`src/fpp_pkg.sv`:
```
// Shared types and codes for the FEN position parser.
// No dependencies; used by fpp_parser, fpp_outq and fen_position_parser.
`timescale 1ns / 1ps

package fpp_pkg;

   localparam logic KIND_WRITE   = 1'b0;
   localparam logic KIND_SUMMARY = 1'b1;

   localparam logic [3:0] STATUS_OK         = 4'd0;
   localparam logic [3:0] STATUS_FEW_FIELDS = 4'd1;
   localparam logic [3:0] STATUS_PIECE      = 4'd2;
   localparam logic [3:0] STATUS_SIDE       = 4'd3;
   localparam logic [3:0] STATUS_CASTLE     = 4'd4;
   localparam logic [3:0] STATUS_EP         = 4'd5;
   localparam logic [3:0] STATUS_HALF       = 4'd6;
   localparam logic [3:0] STATUS_FULL       = 4'd7;
   localparam logic [3:0] STATUS_FEW_RANKS  = 4'd8;

   localparam int RSP_DATA_W = 64;
   localparam int OUTQ_DEPTH = 4;

   typedef struct packed {
      logic        kind;
      logic [2:0]  rank;
      logic [2:0]  start_file;
      logic [3:0]  run_length;
      logic [3:0]  piece;
      logic        white_to_move;
      logic [3:0]  castle_rights;
      logic [3:0]  ep_column;
      logic [15:0] half_move_clock;
      logic [15:0] full_move_counter;
      logic [3:0]  status;
      logic        last;
   } result_type;

   typedef struct packed {
      logic [1:0] count;
      result_type first;
      result_type second;
   } parse_out_type;

endpackage

```
`src/fpp_parser.sv`:
```
// Per-character FEN parse state and result decode.
// Depends on fpp_pkg for the result types and status codes.
`timescale 1ns / 1ps

module fpp_parser (
   input  logic                   clock,
   input  logic                   reset,
   input  logic                   accept,
   input  logic [7:0]             char_code,
   input  logic                   end_of_string,
   output fpp_pkg::parse_out_type parse_out
);

   localparam logic [7:0] CH_SPACE = 8'h20;
   localparam logic [7:0] CH_SLASH = 8'h2F;
   localparam logic [7:0] CH_DASH  = 8'h2D;
   localparam logic [7:0] CH_0     = 8'h30;
   localparam logic [7:0] CH_1     = 8'h31;
   localparam logic [7:0] CH_3     = 8'h33;
   localparam logic [7:0] CH_6     = 8'h36;
   localparam logic [7:0] CH_8     = 8'h38;
   localparam logic [7:0] CH_9     = 8'h39;
   localparam logic [7:0] CH_LA    = 8'h61;
   localparam logic [7:0] CH_LH    = 8'h68;
   localparam logic [7:0] CH_W     = 8'h77;
   localparam logic [7:0] CH_B     = 8'h62;
   localparam logic [7:0] CH_UK    = 8'h4B;
   localparam logic [7:0] CH_UQ    = 8'h51;
   localparam logic [7:0] CH_LK    = 8'h6B;
   localparam logic [7:0] CH_LQ    = 8'h71;

   localparam logic [1:0] SIDE_NONE  = 2'd0;
   localparam logic [1:0] SIDE_BLACK = 2'd1;
   localparam logic [1:0] SIDE_OTHER = 2'd2;

   function automatic logic [3:0] piece_code(input logic [7:0] c);
      logic [3:0] code;
      code = 4'd0;
      unique case (c)
         8'h50: code = 4'd1;
         8'h4E: code = 4'd2;
         8'h42: code = 4'd3;
         8'h52: code = 4'd4;
         8'h51: code = 4'd5;
         8'h4B: code = 4'd6;
         8'h70: code = 4'd7;
         8'h6E: code = 4'd8;
         8'h62: code = 4'd9;
         8'h72: code = 4'd10;
         8'h71: code = 4'd11;
         8'h6B: code = 4'd12;
         default: code = 4'd0;
      endcase
      return code;
   endfunction

   function automatic logic [15:0] dec_accum(input logic [15:0] v, input logic [3:0] d);
      logic [20:0] r;
      r = {2'b00, v, 3'b000} + {4'b0000, v, 1'b0} + {17'd0, d};
      return (r > 21'd65535) ? 16'hFFFF : r[15:0];
   endfunction

   logic [2:0]  field_index_ff, field_index_in;
   logic        in_sep_ff, in_sep_in;
   logic [3:0]  rank_count_ff, rank_count_in;
   logic [3:0]  file_pos_ff, file_pos_in;
   logic [5:0]  err_ff, err_in;
   logic [1:0]  side_ff, side_in;
   logic [3:0]  castle_ff, castle_in;
   logic [2:0]  ep_first_ff, ep_first_in;
   logic [1:0]  ep_len_ff, ep_len_in;
   logic [15:0] half_ff, half_in;
   logic [15:0] full_ff, full_in;

   always_comb begin
      logic [2:0]         fi;
      logic [2:0]         f;
      logic [3:0]         pc;
      logic [3:0]         len;
      logic [4:0]         file_sum;
      logic [3:0]         room;
      logic               emit;
      logic [3:0]         emit_len;
      logic [3:0]         emit_piece;
      logic [3:0]         status;
      fpp_pkg::result_type wr;
      fpp_pkg::result_type sm;

      field_index_in = field_index_ff;
      in_sep_in      = in_sep_ff;
      rank_count_in  = rank_count_ff;
      file_pos_in    = file_pos_ff;
      err_in         = err_ff;
      side_in        = side_ff;
      castle_in      = castle_ff;
      ep_first_in    = ep_first_ff;
      ep_len_in      = ep_len_ff;
      half_in        = half_ff;
      full_in        = full_ff;
      emit       = 1'b0;
      emit_len   = 4'd0;
      emit_piece = 4'd0;
      fi         = field_index_ff;
      f          = 3'd0;
      pc         = piece_code(char_code);
      len        = char_code[3:0];
      file_sum   = {1'b0, file_pos_ff} + {1'b0, len};
      room       = 4'd8 - file_pos_ff;

      if (char_code == CH_SPACE) begin
         in_sep_in = 1'b1;
      end else begin
         if (in_sep_ff) begin
            fi = (field_index_ff == 3'd7) ? 3'd7 : field_index_ff + 3'd1;
         end
         field_index_in = fi;
         in_sep_in      = 1'b0;
         f              = fi - 3'd1;
         unique case (f)
            3'd0: begin
               if (char_code == CH_SLASH) begin
                  rank_count_in = (rank_count_ff < 4'd8) ? rank_count_ff + 4'd1 : rank_count_ff;
                  file_pos_in   = 4'd0;
               end else if (char_code >= CH_1 && char_code <= CH_8) begin
                  if (rank_count_ff <= 4'd7 && file_pos_ff < 4'd8) begin
                     emit     = 1'b1;
                     emit_len = (len < room) ? len : room;
                  end
                  file_pos_in = (file_sum > 5'd8) ? 4'd8 : file_sum[3:0];
               end else if (pc == 4'd0) begin
                  err_in[0] = 1'b1;
               end else begin
                  if (rank_count_ff <= 4'd7 && file_pos_ff < 4'd8) begin
                     emit       = 1'b1;
                     emit_len   = 4'd1;
                     emit_piece = pc;
                  end
                  if (file_pos_ff < 4'd8) begin
                     file_pos_in = file_pos_ff + 4'd1;
                  end
               end
            end
            3'd1: begin
               if (char_code != CH_W && char_code != CH_B) begin
                  err_in[1] = 1'b1;
               end
               side_in = (side_ff == SIDE_NONE && char_code == CH_B) ? SIDE_BLACK : SIDE_OTHER;
            end
            3'd2: begin
               if (char_code == CH_UK) begin
                  castle_in[0] = 1'b1;
               end else if (char_code == CH_UQ) begin
                  castle_in[1] = 1'b1;
               end else if (char_code == CH_LK) begin
                  castle_in[2] = 1'b1;
               end else if (char_code == CH_LQ) begin
                  castle_in[3] = 1'b1;
               end else if (char_code != CH_DASH) begin
                  err_in[2] = 1'b1;
               end
            end
            3'd3: begin
               if (!(char_code == CH_DASH || char_code == CH_3 || char_code == CH_6 ||
                     (char_code >= CH_LA && char_code <= CH_LH))) begin
                  err_in[3] = 1'b1;
               end
               if (ep_len_ff == 2'd0) begin
                  ep_first_in = (char_code >= CH_LA && char_code <= CH_LH) ?
                                char_code[2:0] - CH_LA[2:0] : 3'd0;
               end
               if (ep_len_ff < 2'd2) begin
                  ep_len_in = ep_len_ff + 2'd1;
               end
            end
            3'd4: begin
               if (char_code >= CH_0 && char_code <= CH_9) begin
                  half_in = dec_accum(half_ff, len);
               end else begin
                  err_in[4] = 1'b1;
               end
            end
            3'd5: begin
               if (char_code >= CH_0 && char_code <= CH_9) begin
                  full_in = dec_accum(full_ff, len);
               end else begin
                  err_in[5] = 1'b1;
               end
            end
            default: begin
            end
         endcase
      end

      priority if (field_index_in < 3'd4) begin
         status = fpp_pkg::STATUS_FEW_FIELDS;
      end else if (err_in[0]) begin
         status = fpp_pkg::STATUS_PIECE;
      end else if (err_in[1]) begin
         status = fpp_pkg::STATUS_SIDE;
      end else if (err_in[2]) begin
         status = fpp_pkg::STATUS_CASTLE;
      end else if (err_in[3]) begin
         status = fpp_pkg::STATUS_EP;
      end else if (err_in[4]) begin
         status = fpp_pkg::STATUS_HALF;
      end else if (err_in[5]) begin
         status = fpp_pkg::STATUS_FULL;
      end else if (rank_count_in < 4'd7) begin
         status = fpp_pkg::STATUS_FEW_RANKS;
      end else begin
         status = fpp_pkg::STATUS_OK;
      end

      wr            = '0;
      wr.kind       = fpp_pkg::KIND_WRITE;
      wr.rank       = ~rank_count_ff[2:0];
      wr.start_file = file_pos_ff[2:0];
      wr.run_length = emit_len;
      wr.piece      = emit_piece;
      wr.last       = !end_of_string;

      sm        = '0;
      sm.kind   = fpp_pkg::KIND_SUMMARY;
      sm.status = status;
      sm.last   = 1'b1;
      if (status != fpp_pkg::STATUS_OK) begin
         sm.white_to_move = 1'b1;
         sm.castle_rights = 4'hF;
         sm.ep_column     = 4'hF;
      end else begin
         sm.white_to_move     = (side_in != SIDE_BLACK);
         sm.castle_rights     = castle_in;
         sm.ep_column         = (ep_len_in >= 2'd2) ? {1'b0, ep_first_in} : 4'hF;
         sm.half_move_clock   = half_in;
         sm.full_move_counter = full_in;
      end

      parse_out.count  = {1'b0, emit} + {1'b0, end_of_string};
      parse_out.first  = emit ? wr : sm;
      parse_out.second = sm;

      if (end_of_string) begin
         field_index_in = 3'd0;
         in_sep_in      = 1'b1;
         rank_count_in  = 4'd0;
         file_pos_in    = 4'd0;
         err_in         = 6'd0;
         side_in        = SIDE_NONE;
         castle_in      = 4'd0;
         ep_first_in    = 3'd0;
         ep_len_in      = 2'd0;
         half_in        = 16'd0;
         full_in        = 16'd0;
      end
   end

   always_ff @(posedge clock) begin
      if (reset) begin
         field_index_ff <= 3'd0;
         in_sep_ff      <= 1'b1;
         rank_count_ff  <= 4'd0;
         file_pos_ff    <= 4'd0;
         err_ff         <= 6'd0;
         side_ff        <= SIDE_NONE;
         castle_ff      <= 4'd0;
         ep_first_ff    <= 3'd0;
         ep_len_ff      <= 2'd0;
         half_ff        <= 16'd0;
         full_ff        <= 16'd0;
      end else if (accept) begin
         field_index_ff <= field_index_in;
         in_sep_ff      <= in_sep_in;
         rank_count_ff  <= rank_count_in;
         file_pos_ff    <= file_pos_in;
         err_ff         <= err_in;
         side_ff        <= side_in;
         castle_ff      <= castle_in;
         ep_first_ff    <= ep_first_in;
         ep_len_ff      <= ep_len_in;
         half_ff        <= half_in;
         full_ff        <= full_in;
      end
   end

endmodule

```
`src/fpp_outq.sv`:
```
// Result buffer: a short shift line that takes up to two results per cycle
// and hands out one per cycle while head_ready is high. Depends on fpp_pkg.
`timescale 1ns / 1ps

module fpp_outq (
   input  logic                   clock,
   input  logic                   reset,
   input  logic                   push,
   input  fpp_pkg::parse_out_type parse_out,
   output logic                   space_ok,
   output logic                   head_valid,
   input  logic                   head_ready,
   output fpp_pkg::result_type    head
);

   localparam int CNT_W = $clog2(fpp_pkg::OUTQ_DEPTH + 1);
   localparam int IDX_W = $clog2(fpp_pkg::OUTQ_DEPTH);

   fpp_pkg::result_type slot_ff [fpp_pkg::OUTQ_DEPTH];
   fpp_pkg::result_type slot_in [fpp_pkg::OUTQ_DEPTH];
   logic [CNT_W-1:0]    cnt_ff, cnt_in;

   logic             pop;
   logic [CNT_W-1:0] base;
   logic [1:0]       n_push;

   assign pop        = (cnt_ff != '0) && head_ready;
   assign head_valid = (cnt_ff != '0);
   assign head       = slot_ff[0];
   assign space_ok   = (cnt_ff <= CNT_W'(fpp_pkg::OUTQ_DEPTH - 2));
   assign base       = cnt_ff - CNT_W'(pop);
   assign n_push     = push ? parse_out.count : 2'd0;
   assign cnt_in     = base + CNT_W'(n_push);

   always_comb begin
      for (int i = 0; i < fpp_pkg::OUTQ_DEPTH; i++) begin
         if (pop && i < fpp_pkg::OUTQ_DEPTH - 1) begin
            slot_in[i] = slot_ff[i + 1];
         end else begin
            slot_in[i] = slot_ff[i];
         end
      end
      if (n_push != 2'd0) begin
         slot_in[base[IDX_W-1:0]] = parse_out.first;
      end
      if (n_push == 2'd2) begin
         slot_in[base[IDX_W-1:0] + IDX_W'(1)] = parse_out.second;
      end
   end

   always_ff @(posedge clock) begin
      if (reset) begin
         cnt_ff <= '0;
      end else begin
         cnt_ff <= cnt_in;
      end
   end

   always_ff @(posedge clock) begin
      for (int i = 0; i < fpp_pkg::OUTQ_DEPTH; i++) begin
         slot_ff[i] <= slot_in[i];
      end
   end

endmodule

```
`src/fen_position_parser.sv`:
```
// FEN position parser built from fpp_parser and fpp_outq, with types from fpp_pkg.
// Each result is registered in the result buffer and offered on rsp in arrival order.
// Throughput: one character per cycle while results drain; the rsp side takes one result
// per cycle, so a character that gives a square run and the summary yields two results.
// req_tready drops while three or more results wait in the four-entry result buffer.
// Reset (synchronous, active high) clears the parse state and empties the buffer.
`timescale 1ns / 1ps

module fen_position_parser (
   input  logic                          clock,
   input  logic                          reset,
   input  logic                          req_tvalid,
   output logic                          req_tready,
   input  logic [7:0]                    req_tdata,  // [7:0] char_code
   input  logic                          req_tlast,  // end_of_string
   output logic                          rsp_tvalid,
   input  logic                          rsp_tready,
   // [2:0] rank, [5:3] start_file, [9:6] run_length, [13:10] piece,
   // [14] white_to_move, [18:15] castle_rights, [22:19] ep_column,
   // [38:23] half_move_clock, [54:39] full_move_counter, [58:55] status, rest zero
   output logic [fpp_pkg::RSP_DATA_W-1:0] rsp_tdata,
   output logic                          rsp_tuser,  // kind
   output logic                          rsp_tlast   // last
);

   fpp_pkg::parse_out_type parse_out;
   fpp_pkg::result_type    head;
   logic                   accept;
   logic                   space_ok;

   assign req_tready = space_ok;
   assign accept     = req_tvalid && space_ok;

   fpp_parser u_parser (
      .clock         (clock),
      .reset         (reset),
      .accept        (accept),
      .char_code     (req_tdata),
      .end_of_string (req_tlast),
      .parse_out     (parse_out)
   );

   fpp_outq u_outq (
      .clock      (clock),
      .reset      (reset),
      .push       (accept),
      .parse_out  (parse_out),
      .space_ok   (space_ok),
      .head_valid (rsp_tvalid),
      .head_ready (rsp_tready),
      .head       (head)
   );

   assign rsp_tdata = {5'd0, head.status, head.full_move_counter, head.half_move_clock,
                       head.ep_column, head.castle_rights, head.white_to_move, head.piece,
                       head.run_length, head.start_file, head.rank};
   assign rsp_tuser = head.kind;
   assign rsp_tlast = head.last;

endmodule
```
`config.mk`:
```
export PLATFORM = sky130hd
export DESIGN_NAME = fen_position_parser
export DESIGN_NICKNAME = d
export VERILOG_FILES = /design/src/fpp_pkg.sv /design/src/fpp_parser.sv /design/src/fpp_outq.sv /design/src/fen_position_parser.sv
export SDC_FILE = /design/constraint.sdc
export NUM_CORES = 1
export LEC_CHECK = 0
export BUFFER_PORTS_ARGS = -buffer_cell sky130_fd_sc_hd__buf_2
export CAP_MARGIN = 30
export CORE_AREA = 4 4 206 208
export DETAILED_ROUTE_END_ITERATION = 8
export DIE_AREA = 0 0 210 212
export PLACE_DENSITY = 0.61
export SETUP_SLACK_MARGIN = 0.2
export SLEW_MARGIN = 0
export SYNTH_ARGS = -nofsm -noshare
export SYNTH_HDL_FRONTEND = slang
export SYNTH_SLANG_ARGS = --single-unit
```
`constraint.sdc`:
```
create_clock -name clock -period 9.2 [get_ports clock]
set_input_delay 1.84 -clock clock [delete_from_list [all_inputs] [get_ports clock]]
set_output_delay 1.84 -clock clock [all_outputs]
set_load 0.01 [all_outputs]
```
# After elaboration in Yosys (flattened, before gate mapping)
# Memory sizes are Yosys's and may differ from the RTL's.
# Index checks and enable logic that the tools add are counted.
# totals
ff_bits,64
mem_bits_rw,244
input_bits,13
output_inout_bits,68
wordCells,226
memories,1
# memory_table
name,words,word_bits,read_ports,rd_clocked_by_memory_dff,write_ports,line,text
u_outq.slot_ff,4,61,4,0,4,fpp_outq.sv:19,fpp_pkg::result_type slot_ff [fpp_pkg::OUTQ_DEPTH];
# classes
add_sub_neg,16
order_cmp,22
n_eq_ne,30
muxes,118
bitwise,3
reduce_logical,24
# ops
cell,count
$bwmux W244,2
$mux W244,2
$mux W61,6
$demux W61 S2,2
$mux W16,10
$mux W4,38
$eq A8 B7 Y1 const B,12
$pmux W4 S12,1
$add A21 B4 Y21,2
$gt A21 B16 Y1 const B,2
$add A19 B17 Y20,2
$eq A8 B6 Y1 const B,5
$mux W3,11
$mux W1,32
$mux W32,1
$mux W2,10
$ge A8 B6 Y1 const B,2
$le A8 B6 Y1 const B,2
$ne A8 B7 Y1 const B,2
$mux W6,2
$logic_and A1 B1 Y1,10
$eq A3 B3 Y1 const B,3
$mux W9,1
$add A4 B1 Y4 const B,2
39 further kinds,51

# Logic depth before layout (Yosys ltp)
# Gate-level depths: netlist of run 1.
# logic_depth
ltp_word,24
mapped_depth,20
ltp_nobuf,19

# Hierarchy
# A second synthesis of run 1 with hierarchy kept.
# hier_totals
cells_unflattened,2525
hier_area_um2,19912.8
# by_module_without_submodules
module,n_inst,cells_each,area_per_inst_um2,seq_area_each_um2
fpp_outq,1,1611,12976.2,4944.7
fpp_parser,1,907,6889.1,1221.2
fen_position_parser,1,7,47.5,0.0

# Worst setup path after synthesis of run 1
# Ideal clock, no wire load.
# synth_path
path_kind,input to register
start,input port req_tdata[1]
end,memory u_outq.slot_ff[0][32] in the netlist's numbering
setup_ns,0.087
arrival_ns,5.545
required_time_ns,9.113
path_slack_ns,3.568
path_stages,18
path_buffers,3
cell_sequence,inv_1 -> ha_1 -> clkbuf_1 -> or3b_2 -> nor2_1 -> or3b_2 -> clkbuf_1 -> and2_0 -> or2_2 -> inv_1 -> ha_1 -> nand2_1 -> or2_2 -> nor3_1 -> nor2_1 -> or2_1 -> clkbuf_1 -> o31ai_1
# synth_lines
item,line,text
start: declaration,fen_position_parser.sv:14,"input logic [7:0] req_tdata,"
end: declaration,fpp_outq.sv:19,

==> flow_metrics.py, run 1 <==
metrics = {
    "outcome": {
        "status": "complete, no violations",
    },
    "global_routing": {
        "grt_usage_pct": 21.03,
        "grt-ovfl-total": 0,
        "antenna_found_initial": 0,
        "grt_max_degree": 83,
        "grt_pass1_vias": 14120,
        "grt_pass1_wl_mm": 77.44,
    },
    "synth": {
        "yosysWarningCount": 0,
        "ys_seq_area_share_pct": 37.29,
        "netlist_top_cells_area": "dfxtp_1 37%, nand2_1 7.4%, mux2i_1 5.9%",
        "synth_area_per_cell_sq_um": 8.190,
        "syn-cell-area_sq_um": 16530,
        "synth_top_cell_area_share_pct": 37.29,
        "ys.flop_type": "dfxtp_1",
        "synth_cell_type_count": 87,
        "synth.largest_area_cell": "dfxtp_1",
        "yosysMostFrequentCell": "nand2_1",
        "synth-seq-cells": 308,
        "async_flop_share_pct": 0,
        "synthTopCellsByCount": "328 x nand2_1, 308 x dfxtp_1, 182 x nor2_1",
        "synth-edff-count": 0,
        "synthCells": 2019,
    },
    "worst_hold_path": {
        "whs_path_depth": 2,
        "min_path_type": "register to register",
        "hold_path_end": "u_outq.slot_ff[3][60]$_DFF_P_",
        "hold_start": "u_outq.slot_ff[3][60]$_DFF_P_",
    },
    "sta": {
        "rsz0062_at_grt": "false",
        "fin_worst_skew_ns": 0.02260,
        "setup_viol": 0,
        "slew_headroom_pct": 28.64,
        "setup_ws_ns": 2.620,
        "period_needed_ns": 6.580,
        "max_freq_mhz": 152.0,
        "tns_ns": 0,
        "slew_viol_final": 0,
        "finalHoldViolCount": 0,
        "min_period_over_period_pct": 71.52,
        "tightest_slew_ns": 1.067,
    },
    "critical_path": {
        "cp-end-kind": "register",
        "r2r_end": "u_outq.slot_ff[1][34]$_DFF_P_",
        "regToRegSetupSlack_ns": 3.22,
        "cp-start-kind": "input port",
        "crit_fanout": 31,
        "worstPathRequired_ns": 9.60,
        "critPathArrivalTime_ns": 6.98,
        "path_class": "input port to register",
        "rr_worst_depth": 18,
        "r2r-start": "u_parser.field_index_ff[0]$_SDFFE_PP0P_",
    },
    "routing": {
        "wl_met3_mm": 2.790,
        "routed.top_layer": "met4",
        "wl_met2_mm": 22.17,
        "ant_nets": 0,
        "vias": 15020,
        "first_pass_iters": 5,
        "drtIter0Drc": 1370,
        "viasPerCell": 5.801,
        "drt-met1-wl_mm": 22.84,
        "drcViolationCount": 0,
        "wl_mm": 48.71,
        "wl_per_cell_um": 18.81,
    },
    "floorplanning": {
        "dieWidth_um": 210,
        "dieHeight_um": 212,
        "rows": 74,
        "initial_core_util_pct": 40.77,
        "die-area_sq_um": 44520,
        "core_sq_um": 40550,
        "design.portCount": 81,
    },
    "clock_tree": {
        "cts_setup_buffers": 0,
        "ctsHoldBuffers": 0,
        "cts-buffers-inserted": 36,
        "cts_tree": "yes",
        "clockRootBuffer": "clkbuf_16",
        "clock-sinks": 308,
        "cts_resized": 0,
        "clkSlewWorstSetupHoldPaths_ns": 0.06,
        "clock_latency_ns": 0.55,
        "clk_path_buf_depth": 3,
        "htree_levels": 2,
    },
    "final_layout": {
        "multiInputGateArea_sq_um": 9771,
        "fillers": 3927,
        "post-route-cell-area_sq_um": 18580,
        "drive_above_1_share_pct": 9.913,
        "register_area_sq_um": 6166,
        "area_growth_pct": 12.36,
        "fin_cells": 2590,
        "insertedDiodeCount": 0,
        "final_util_pct": 45.81,
        "nets": 2110,
    },
    "placement": {
        "placed_cells": 2525,
        "place_ws_ns": 2.140,
        "gp_congestion": 0.8619,
        "place_hpwl_mm": 32.55,
        "placed_area_sq_um": 17340,
        "port_buffers": 75,
    },
    "power": {
        "ir_worst_vdd_uv": 130.8,
        "power_leakage_nw": 7.307,
        "p_per_area_nw_per_um2": 245.5,
    },
    "job": {
        "max_cap_viol_count": 0,
    },
}
[state kept, by name, indices dropped and copies added, names as in the netlist]
register,cells
u_parser.file_pos_ff,4
u_parser.ep_len_ff,2
u_parser.in_sep_ff,1
u_outq.slot_ff,244
u_parser.err_ff,6
u_parser.field_index_ff,3
u_parser.full_ff,16
u_parser.rank_count_ff,4
u_outq.cnt_ff,3
u_parser.side_ff,2
u_parser.castle_ff,4
u_parser.half_ff,16
u_parser.ep_first_ff,3
[metal layers]
layer  GRT usage (%)  vias up
met4           5.446        0
met3           3.291       71
met2           34.44      448
li1                -     7340
met5               0        -
met1           29.18     7165
[worst max-delay path: stages]
cell,delay [ns]
buf_2,0.18
inv_1,0.25
ha_1,0.35
mux2i_1,0.17
o22a_1,0.26
a221o_1,0.38
and2_0,0.17
or2_2,0.41
inv_1,0.18
ha_1,0.30
nor2_1,0.07
nor2_1,0.29
nand2_1,0.66
nand2_2,0.90
buf_4,0.38
a21o_1,0.12
o31ai_1,0.06
[stage by stage]
stage               total power [mW]  hold WS, ns
floorplan                      2.697       0.4227
global placement               3.054       0.4329
detailed placement             3.113       0.4390
CTS                            4.587       0.4494
global route                   4.814       0.4551
finish                         4.561       0.4486
[layout make-up]
type | instances | area share (%)
Tap cell | 532 | 3.583
Clock inverter | 12 | 0.6870
Clock buffer | 51 | 5.752
Timing Repair Buffer | 101 | 3.502
Multi-Input combinational cell | 1553 | 52.59
Inverter | 33 | 0.6937
Sequential cell | 308 | 33.19
[layout by cell type (no fill, tap or decap), drive strengths merged, types with 11 or more instances in the layout]
| cell | instances |
|---|---|
| ha | 58 |
| nor2 | 182 |
| o22ai | 58 |
| and2 | 17 |
| nor2b | 11 |
| o2bb2ai | 39 |
| a31oi | 18 |
| clkbuf | 51 |
| a21oi | 77 |
| buf | 101 |
| xnor2 | 30 |
| nand3 | 70 |
| a211oi | 30 |
| or2 | 11 |
| nor3b | 12 |
| nor3 | 25 |
| o31ai | 83 |
| xor2 | 16 |
| a21o | 61 |
| a22o | 23 |
| nand2 | 328 |
| inv | 36 |
| dfxtp | 308 |
| o21ai | 135 |
| mux2i | 97 |
| nand2b | 18 |
[worst max-delay path by stage]
stage	startpoint	to	slack [ns]	cells after the start
floorplan	req_tdata[1]	u_outq.slot_ff[0][32]$_DFF_P_	3.57	18
global placement	req_tdata[0]	u_outq.slot_ff[0][28]$_DFF_P_	2.08	18
detailed placement	req_tdata[0]	u_outq.slot_ff[1][34]$_DFF_P_	2.14	17
CTS	req_tdata[0]	u_outq.slot_ff[1][34]$_DFF_P_	2.67	17
global route	req_tdata[0]	u_outq.slot_ff[1][34]$_DFF_P_	2.28	17
finish	req_tdata[0]	u_outq.slot_ff[1][34]$_DFF_P_	2.62	17
[cells by family after synthesis]
logic type	Yosys count	synth area share, %
simple gates	738	20.11
compound gates	602	25.15
flops	308	37.29
buf+inv	162	3.927
mux	98	5.940
fa+ha+maj	64	5.115
xor+xnor	46	2.437
other cells	1	0.02268
[where the power goes]
part / switching, mW / internal, mW / total (mW)
Combinational: 0.930 / 0.495 / 1.43
Sequential: 0.117 / 1.55 / 1.67
Clock: 0.597 / 0.868 / 1.46
Power figures use the tool's default switching activity.
==> run 2: changes to the inputs <==
--- a/config.mk
+++ b/config.mk
@@ -5,11 +5,12 @@
 export SDC_FILE = /design/constraint.sdc
 export NUM_CORES = 1
 export LEC_CHECK = 0
+export ABC_AREA = 1
 export BUFFER_PORTS_ARGS = -buffer_cell sky130_fd_sc_hd__buf_2
 export CAP_MARGIN = 30
-export CORE_AREA = 4 4 206 208
+export CORE_AREA = 4 4 221 223
 export DETAILED_ROUTE_END_ITERATION = 8
-export DIE_AREA = 0 0 210 212
+export DIE_AREA = 0 0 225 227
 export PLACE_DENSITY = 0.61
 export SETUP_SLACK_MARGIN = 0.2
 export SLEW_MARGIN = 0
==> constraint.sdc (replaced) <==
create_clock -name clock -period 6.3 [get_ports clock]
set_input_delay 1.26 -clock clock [delete_from_list [all_inputs] [get_ports clock]]
set_output_delay 1.26 -clock clock [all_outputs]
set_load 0.01 [all_outputs]
==> run 2 against run 1 <==
  * Largest power group is now combinational cells
  * Register-to-register slack got worse by 1.7 ns
  * Final area rose by 13%
  * Die area rose by 15%
  * Synthesized area rose by 15%
  * Critical path depth rose by 6
  * Wire length rose by 23%
  * Synthesized cell count rose by 50%
  * Count of clock-buffer cells in the layout rose by 3
  * Worst setup slack got worse by 1.2 ns
  * Hold slack improved by 0.014 ns
  * Critical path type unchanged
  * Clock skew fell by 0.0060 ns
==> flow_metrics.py, run 2 <==
metrics = {
    "critical_path": {
        "max_stage_delay_ns": 0.49,
        "cpLargestDelayFamily": "buffers and inverters",
        "critPathArrivalTime_ns": 5.30,
        "path_class": "input port to register",
        "crit_buf_inv": 10,
        "path_cells": "buf_2 > inv_1 > ha_1 > inv_1 > nor2_2 > nand2_1 > inv_2 > nor2_2 > inv_1 > a21oi_1 > nand2_2 > inv_1 > ha_1 > inv_1 > nor2_1 > clkinv_1 > nor2_1 > nand2_1 > clkinv_2 > buf_12 > a21oi_1 > o21ai_0 > o21ai_0",
        "cp-start-kind": "input port",
        "cp-end-kind": "register",
        "worstPathRequired_ns": 6.70,
        "crit_fanout": 70,
        "crit_slowest_cell": "clkinv_2",
        "path_common_cell": "inv_1",
    },
    "clock_tree": {
        "cts_setup_buffers": 0,
        "clk_path_buf_depth": 3,
        "clock_latency_ns": 0.54,
        "cts_resized": 0,
        "htree_levels": 2,
        "clkSlewWorstSetupHoldPaths_ns": 0.06,
        "ctsHoldBuffers": 0,
        "cts-buffers-inserted": 36,
        "clockRootBuffer": "clkbuf_16",
        "clock-sinks": 308,
        "cts_tree": "yes",
    },
    "synth": {
        "netlist_top_cells_area": "dfxtp_1 32%, nand2_1 24%, a21oi_1 10%",
        "synthTopCellsByCount": "1196 x nand2_1, 399 x a21oi_1, 308 x dfxtp_1",
        "synth_cell_type_count": 51,
        "async_flop_share_pct": 0,
        "synthCells": 3037,
        "synth-edff-count": 0,
        "synth.largest_area_cell": "dfxtp_1",
        "synth_top_cell_area_share_pct": 32.29,
        "syn-cell-area_sq_um": 19100,
        "yosysMostFrequentCell": "nand2_1",
        "synth_area_per_cell_sq_um": 6.288,
        "ys.flop_type": "dfxtp_1",
        "yosysWarningCount": 0,
        "ys_seq_area_share_pct": 32.29,
        "synth-seq-cells": 308,
    },
    "placement": {
        "place_ws_ns": 0.8748,
        "placed_cells": 3586,
        "placed_area_sq_um": 19910,
        "place_hpwl_mm": 39.66,
        "port_buffers": 75,
        "gp_congestion": 0.8716,
    },
    "job": {
        "max_cap_viol_count": 0,
    },
    "sta": {
        "whs_ns": 0.4626,
        "slew_headroom_pct": 32.74,
        "min_period_over_period_pct": 77.64,
        "setup_ws_ns": 1.408,
        "tightest_slew_ns": 0.9983,
        "finalHoldViolCount": 0,
        "setup_viol": 0,
        "rsz0062_at_grt": "false",
        "slew_viol_final": 0,
        "max_freq_mhz": 204.4,
        "tns_ns": 0,
        "fin_worst_skew_ns": 0.01655,
        "period_needed_ns": 4.892,
    },
    "global_routing": {
        "grt_pass1_vias": 18410,
        "grt_pass1_wl_mm": 97.08,
        "antenna_found_initial": 0,
        "grt_usage_pct": 22.96,
        "grt-ovfl-total": 0,
        "grt_max_degree": 118,
    },
    "routing": {
        "first_pass_iters": 8,
        "viasPerCell": 5.365,
        "wl_per_cell_um": 16.36,
        "drcViolationCount": 0,
        "drtIter0Drc": 1670,
        "ant_nets": 0,
        "wl_mm": 59.72,
        "vias": 19580,
    },
    "final_layout": {
        "multiInputGateArea_sq_um": 11340,
        "register_area_sq_um": 6166,
        "largest_register_ffs": 244,
        "final_util_pct": 45.27,
        "top_regs": "u_outq.slot_ff x244, u_parser.full_ff x16, u_parser.half_ff x16",
        "top_register": "u_outq.slot_ff",
        "insertedDiodeCount": 0,
        "nets": 3094,
        "final_common_cell": "nand2_1",
        "area_growth_pct": 10.36,
        "post-route-cell-area_sq_um": 21070,
        "mostFrequentLayoutCells": "1193 x nand2_1, 399 x a21oi_1, 308 x dfxtp_1",
        "fin_cells": 3650,
        "drive_above_1_share_pct": 9.727,
        "fillers": 4807,
    },
    "worst_hold_path": {
        "min_path_type": "register to register",
    },
    "floorplanning": {
        "die-area_sq_um": 51080,
        "design.portCount": 81,
        "initial_core_util_pct": 41.02,
        "dieHeight_um": 227,
        "core_sq_um": 46560,
        "dieWidth_um": 225,
        "rows": 79,
    },
    "power": {
        "p_per_area_nw_per_um2": 426.9,
        "ir_worst_vdd_uv": 599.7,
        "p_total_mw": 8.996,
        "power_leakage_nw": 9.755,
    },
    "outcome": {
        "status": "complete, no violations",
    },
}
## run 2: cell count changes after synthesis, sizes merged, moves of 57 or more
cell   change
a21oi    +324
nand3    +128
inv      +209
o22ai     -57
mux2i     -93
nand2    +890
o31ai     -79
a21o      -61
## run 2: cells by family after synthesis
logic type,count (synthesis),share of synthesized area [%]
AND/OR/NAND/NOR,1648,36.63
AO/OA/AOI/OAI,571,16.47
buffers and inverters,414,8.721
flip-flops,308,32.29
adder cells (fa/ha/maj),64,4.429
XOR/XNOR,27,1.238
multiplexers,4,0.2097
other,1,0.01964
## run 2: where the power goes
part           switching (mW)  internal, mW
combinational            2.35          1.47
sequential              0.391          2.67
clock                   0.873          1.23
## run 2: area by class of cell
class                           count  share of cell area [%]
Multi-Input combinational cell   2319                   53.79
Sequential cell                   308                   29.26
Clock buffer                       54                   5.124
Inverter                          245                   4.394
Tap cell                          607                   3.604
Timing Repair Buffer              107                   3.408
Clock inverter                     10                  0.4215
## run 2: routing by layer
metal	GRT usage [%]	wire, um	vias up
li1	-	-	9770
met1	32.19	28520	9165
met2	37.88	26850	560
met3	2.785	3224	89
met4	5.731	1123	0
met5	0	0	-
## run 2: worst paths after layout
| check | startpoint | endpoint | slack [ns] | cells past startpoint |
|---|---|---|---|---|
| setup reg to reg | u_parser.field_index_ff[0]$_SDFFE_PP0P_ | u_outq.slot_ff[0][2]$_DFF_P_ | 1.55 | 25 |
| hold reg to reg | u_parser.castle_ff[2]$_SDFFE_PP0P_ | u_parser.castle_ff[2]$_SDFFE_PP0P_ | 0.46 | 2 |
| hold / removal | u_parser.castle_ff[2]$_SDFFE_PP0P_ | u_parser.castle_ff[2]$_SDFFE_PP0P_ | 0.46 | 2 |
| setup / recovery | req_tdata[1] | u_outq.slot_ff[0][2]$_DFF_P_ | 1.41 | 23 |
## run 2: worst min-delay path: cells and delay by family, from the launching register on
family	cells	cell delay, ns
flops	1	0.30
buf+inv	1	0.06
compound gates	1	0.06
